## src/rtl/alpi_pkg.sv

```systemverilog
// Package with types and constants of the arc length path interpolator.
package alpi_pkg;

    localparam int MAX_POINTS_DEF = 256;

    // Operation codes.
    localparam logic [1:0] OP_CLEAR    = 2'd0;
    localparam logic [1:0] OP_LOAD     = 2'd1;
    localparam logic [1:0] OP_QUERY    = 2'd2;
    localparam logic [1:0] OP_RESERVED = 2'd3;

    // Last iteration indexes of the shared subtractor.
    localparam logic [5:0] SQRT_LAST = 6'd33;
    localparam logic [5:0] DIV_LAST  = 6'd15;

    typedef enum logic [2:0] {
        ST_CLEARED = 3'd0,
        ST_LOADED  = 3'd1,
        ST_FULL    = 3'd2,
        ST_OK      = 3'd3,
        ST_INVALID = 3'd4
    } t_status;

    typedef enum logic [4:0] {
        S_IDLE,
        S_LD_RD,
        S_LD_DIFF,
        S_LD_SQ,
        S_SQRT,
        S_ACC,
        S_WRITE,
        S_BS_RD,
        S_BS_CMP,
        S_BS_FIX,
        S_RD_A,
        S_RD_B,
        S_SEG,
        S_DIV,
        S_LP_RA,
        S_LP_RB,
        S_LP_DIFF,
        S_LP_MUL,
        S_DONE
    } t_state;

    typedef struct packed {
        logic [1:0]         operation;
        logic signed [31:0] in_x;
        logic signed [31:0] in_y;
        logic signed [31:0] in_z;
        logic signed [31:0] in_roll;
        logic signed [31:0] in_pitch;
        logic signed [31:0] in_yaw;
        logic [31:0]        in_speed_limit;
        logic signed [47:0] arc_position;
    } t_in;

    typedef struct packed {
        t_status            status;
        logic signed [31:0] out_x;
        logic signed [31:0] out_y;
        logic signed [31:0] out_z;
        logic signed [31:0] out_roll;
        logic signed [31:0] out_pitch;
        logic signed [31:0] out_yaw;
        logic [31:0]        out_speed_limit;
        logic [47:0]        total_length;
    } t_out;

    // Operands of the shared arithmetic unit.
    typedef struct packed {
        logic [49:0]        sub_a;
        logic [49:0]        sub_b;
        logic signed [33:0] mul_a;
        logic signed [33:0] mul_b;
    } t_alu_in;

    typedef struct packed {
        logic               ge;
        logic [49:0]        diff;
        logic signed [67:0] prod;
    } t_alu_out;

endpackage

```

## src/rtl/alpi_alu.sv

```systemverilog
// Shared arithmetic unit: one compare-subtract and one signed multiplier.
module alpi_alu (
    input  alpi_pkg::t_alu_in  i_op,
    output alpi_pkg::t_alu_out o_res
);

    // Restoring step for square root and division.
    assign o_res.diff = i_op.sub_a - i_op.sub_b;
    assign o_res.ge   = (i_op.sub_a >= i_op.sub_b);

    // Squares of coordinate deltas and interpolation products.
    assign o_res.prod = i_op.mul_a * i_op.mul_b;

endmodule

```

## config.mk

```make
export PLATFORM = sky130hd
export DESIGN_NAME = alpi_alu
export DESIGN_NICKNAME = d
export VERILOG_FILES = /design/src/rtl/alpi_pkg.sv /design/src/rtl/alpi_alu.sv
export SDC_FILE = /design/constraint.sdc
export NUM_CORES = 2
export LEC_CHECK = 0
export BUFFER_PORTS_ARGS = -buffer_cell sky130_fd_sc_hd__buf_2
export CORE_ASPECT_RATIO = 1.2
export CORE_UTILIZATION = 53
export DETAILED_ROUTE_END_ITERATION = 16
export PLACE_DENSITY = 0.82
export SYNTH_ARGS = -nofsm -noshare
export SYNTH_HDL_FRONTEND = slang
export SYNTH_SLANG_ARGS = --single-unit
```

## constraint.sdc

```tcl
create_clock -name vclk -period 21.6
set_input_delay 2.16 -clock vclk [all_inputs]
set_output_delay 2.16 -clock vclk [all_outputs]
set_load 0.005 [all_outputs]
```

# After elaboration in Yosys (flattened, before gate mapping)
# Cells that the tools add are included.
# totals
wordCells	3
inputBits	168
regBits	0
output_inout_bits	119
# op_classes
magnitude_cmp	1
addsub	1
mul	1
# ops
op	count
multiplier 34 x 34 -> 68 bit	1
greater-or-equal comparator 50 bit	1
subtractor 50 bit	1

# Logic depth before layout (Yosys ltp)
# logic_depth
word_depth	1
ltp_mapped	30

# Worst setup path before layout
# OpenSTA, ideal clock, no wires.
# synth_timing
path_kind	input port to output port
from	in i_op[67] (netlist bit)
to	out o_res[65] (netlist bit)
path_stages	23
arrival_ns	9.496
t_required_ns	19.440
path_slack_ns	9.944
path_cell_list	clkbuf_1 nand2_1 inv_1 fa_1 fa_1 fa_1 inv_1 fa_1 inv_1 fa_1 fa_1 fa_1 fa_1 ha_1 clkbuf_1 a21o_1 a211oi_1 o21ai_0 nor4b_1 a21oi_2 and3_1 o221ai_1 xnor2_1
# synth_rtl
item	line_no	text
from (decl)	alpi_alu.sv:3	input alpi_pkg::t_alu_in i_op,
to (decl)	alpi_alu.sv:4	output alpi_pkg::t_alu_out o_res

==> results by stage <==
Status:
- The flow ran to the end, and the final reports show no timing, DRC or antenna violations.

GRT:
- The residual overflow from global routing is 0.
- The initial antenna violation count is 16.
- The via count of the first global-routing pass is around 38,000.
- The total routing resource utilization after global routing is approximately 30%.
- The maximum number of pins on one net before global-route repair is 35.
- The wire length of the first global-routing pass is about 200,000 µm.

Logic synthesis:
- The post-synthesis area per instance is approximately 9 µm².
- The biggest area consumer among synthesized cells is fa_1.
- By area the synthesized netlist is led by fa_1 (56%), inv_1 (11%), and2_1 (8.7%).
- For this run, the number of Yosys warnings is 0.
- Synthesis produced 4,932 cells.
- The post-synthesis instance area is 44,540 µm².
- The synthesized design devotes to its leading area cell type between 50% and 60% of total area.
- The sequential cell area fraction in the yosys report is 0%.
- The synthesized net count is 6,596.
- After synthesis, the netlist uses 64 different library cells.

Route:
- The remaining antenna violation count is 0.
- The number of search-and-repair iterations in the first detailed-routing pass is 6.
- Across all layers, the routed design uses around 34,000 vias.
- After detailed routing, the average wire length per cell comes to 19.97 µm.
- The met1 layer wirelength in the final routing is between 40,000 and 50,000 µm.
- The final routed DRC violation total is 0.
- The number of DRC markers after the initial detailed-route iteration is approximately 2,300.
- The via density per instance is 5.537.
- The highest layer touched by signal routing is met5.
- In the detailed route, the total length drawn on met2 is just over 60,000 µm.
- The final wirelength is 122,100 µm.
- Summed over all nets, wire length on met3 after detailed routing comes to 9582 µm.

Timing:
- The final critical path takes up 60.23% of the cycle.
- The final-layout setup total negative slack is 0 ns.
- The actual slew at the worst max-slew pin is between 1 and 1.5 ns.
- Setup violations remaining at the end of the flow were counted as 0.
- The minimum clock period is ~13 ns.
- The number of failing hold endpoints at the final stage is 0.
- Derived from the worst setup path, the maximum achievable clock frequency is 76.87 MHz.
- Headroom to the max-slew limit came out at 22.84%.
- Setup repair after global routing left no endpoint under its margin.
- The final max-slew violation count is 0.

Place:
- The routability congestion estimate is about 0.92.
- The port buffer count is about 290.
- The wire-length estimate of the detail-placed layout is approximately 100,000 µm.

Layout:
- The total of clock buffers placed in the layout is 0.
- In the layout the commonest cells are inv_1 (1,270), fa_1 (1,242), and2_1 (622), nand2_1 (590), buf_2 (287).
- The most frequent standard cell in the layout excluding fill and tap cells is inv_1.
- The layout has roughly 7,200 filler cells.
- The layout cell share with drive strength beyond 1 is under 10%.
- The sequential standard cell area is 0 µm².
- The layout overhead on the synthesized area is 4.537%.
- The number of nets in the layout is 6,651.
- The final layout contains a sequential cell count of 0.

Clock network:
- The number of hold-repair buffers added at the cts stage is 0.
- After clock tree synthesis, the setup repair step added 0 buffers.
- Gates resized during post-CTS repair numbered 0.

Run:
- Max-cap violations in this run came to 0.

Floorplan:
- The die is between 200 and 300 µm wide.
- The number of cell rows is roughly 120.
- In this run the vertical extent of the chip is around 320 µm.
- The floorplan step defined a die boundary enclosing about 85,000 µm².
- The count of pins on the block boundary is between 200 and 300.
- Once the floorplan was initialized, standard cells occupied ~53% of the core.
- The core region is 83,310 µm².

Worst setup path:
- The maximum fanout along the worst path is 34.
- The largest stage delay on the critical path is ~0.67 ns.
- The category of the critical setup timing path is input pin to output port.
- The most prevalent standard cell on the critical path is fa_1.
- The critical path startpoint category is an input pin.
- STA puts the critical path data required time at around 19 ns.
- STA classifies the critical path endpoint as an output port.
- Data arrives at the worst endpoint at around 11 ns.
- On the critical path, the stage with the largest delay is an instance of inv_1.
- Traced cell by cell, the critical path runs through buf_2, nand2_1, inv_1, fa_1, fa_1, fa_1, buf_4, inv_1, fa_1, inv_1, fa_1, fa_1, fa_1, fa_1, ha_1, nand4_1, nor3_1, o211ai_1, a21oi_2, and3_1, o221ai_1, xnor2_1, buf_2.

Worst hold path:
- The path class of the lowest-slack min-delay path is input pin to output port.
metal layers:
| layer | track usage [%] | vias up |
|---|---|---|
| li1 | - | 14340 |
| met1 | 34.44 | 17240 |
| met2 | 52.01 | 1677 |
| met3 | 5.320 | 572 |
| met4 | 18.67 | 18 |
| met5 | 0 | - |
through the flow:
| step | utilization (%) | worst slack [ns] | instance area (µm²) | std cells | hold slack [ns] |
|---|---|---|---|---|---|
| floorplan | - | 9.944 | 44540 | 4932 | 4.436 |
| CTS | 55.87 | 8.504 | 46540 | 6106 | 4.734 |
| finish | 55.89 | 8.591 | 46560 | 6113 | 4.732 |
| detailed placement | 55.87 | 8.558 | 46540 | 6106 | 4.743 |
| global placement | 55.87 | 8.614 | 46540 | 6106 | 4.732 |
| global route | 55.87 | 8.143 | 46550 | 6107 | 4.762 |
synth_stat cells (all sizes together) (13+ instances only):
library cell / count
a21o: 72
a21oi: 105
a31oi: 13
and2: 622
and3: 19
clkbuf: 244
fa: 1242
ha: 254
inv: 1270
nand2: 590
nand2b: 19
nand3: 21
nand4: 18
nor2: 89
nor2b: 15
nor3: 18
o211ai: 14
o21a: 13
o21ai: 50
o21bai: 22
xnor2: 80
xor2: 35
area by class of cell:
cell class,count,area (µm²),share of cell area (%)
Inverter,1271,4771,10.25
Tap cell,1121,1403,3.012
Timing Repair Buffer,299,1526,3.278
Antenna cell,7,17.52,0.03762
Multi-Input combinational cell,3415,38840,83.43
path summary, 6_finish.rpt:
| path | startpoint | endpoint | slack [ns] | cells after the start |
|---|---|---|---|---|
| min | i_op[69] | o_res[69] | 4.73 | 4 |
| max | i_op[1] | o_res[65] | 8.59 | 23 |
worst max-delay path, delay by kind of cell:
kind / cells / cell delay (ns)
fa+ha+maj: 9 / 4.71
compound gates: 3 / 0.80
xor+xnor: 1 / 0.15
buf+inv: 6 / 1.95
simple gates: 4 / 1.05
logic make-up (layout without fill, tap and decap cells):
family                     Yosys count  after routing  synth area share, %
xor gates and xnor gates           115            115                2.261
muxes                                2              2              0.04775
AOI/OAI and AO/OA                  367            367                5.643
and+or+nand+nor                   1435           1435                16.30
other                                0              7                    0
buffers and inverters             1517           1570                12.79
adders and majority gates         1496           1496                62.96
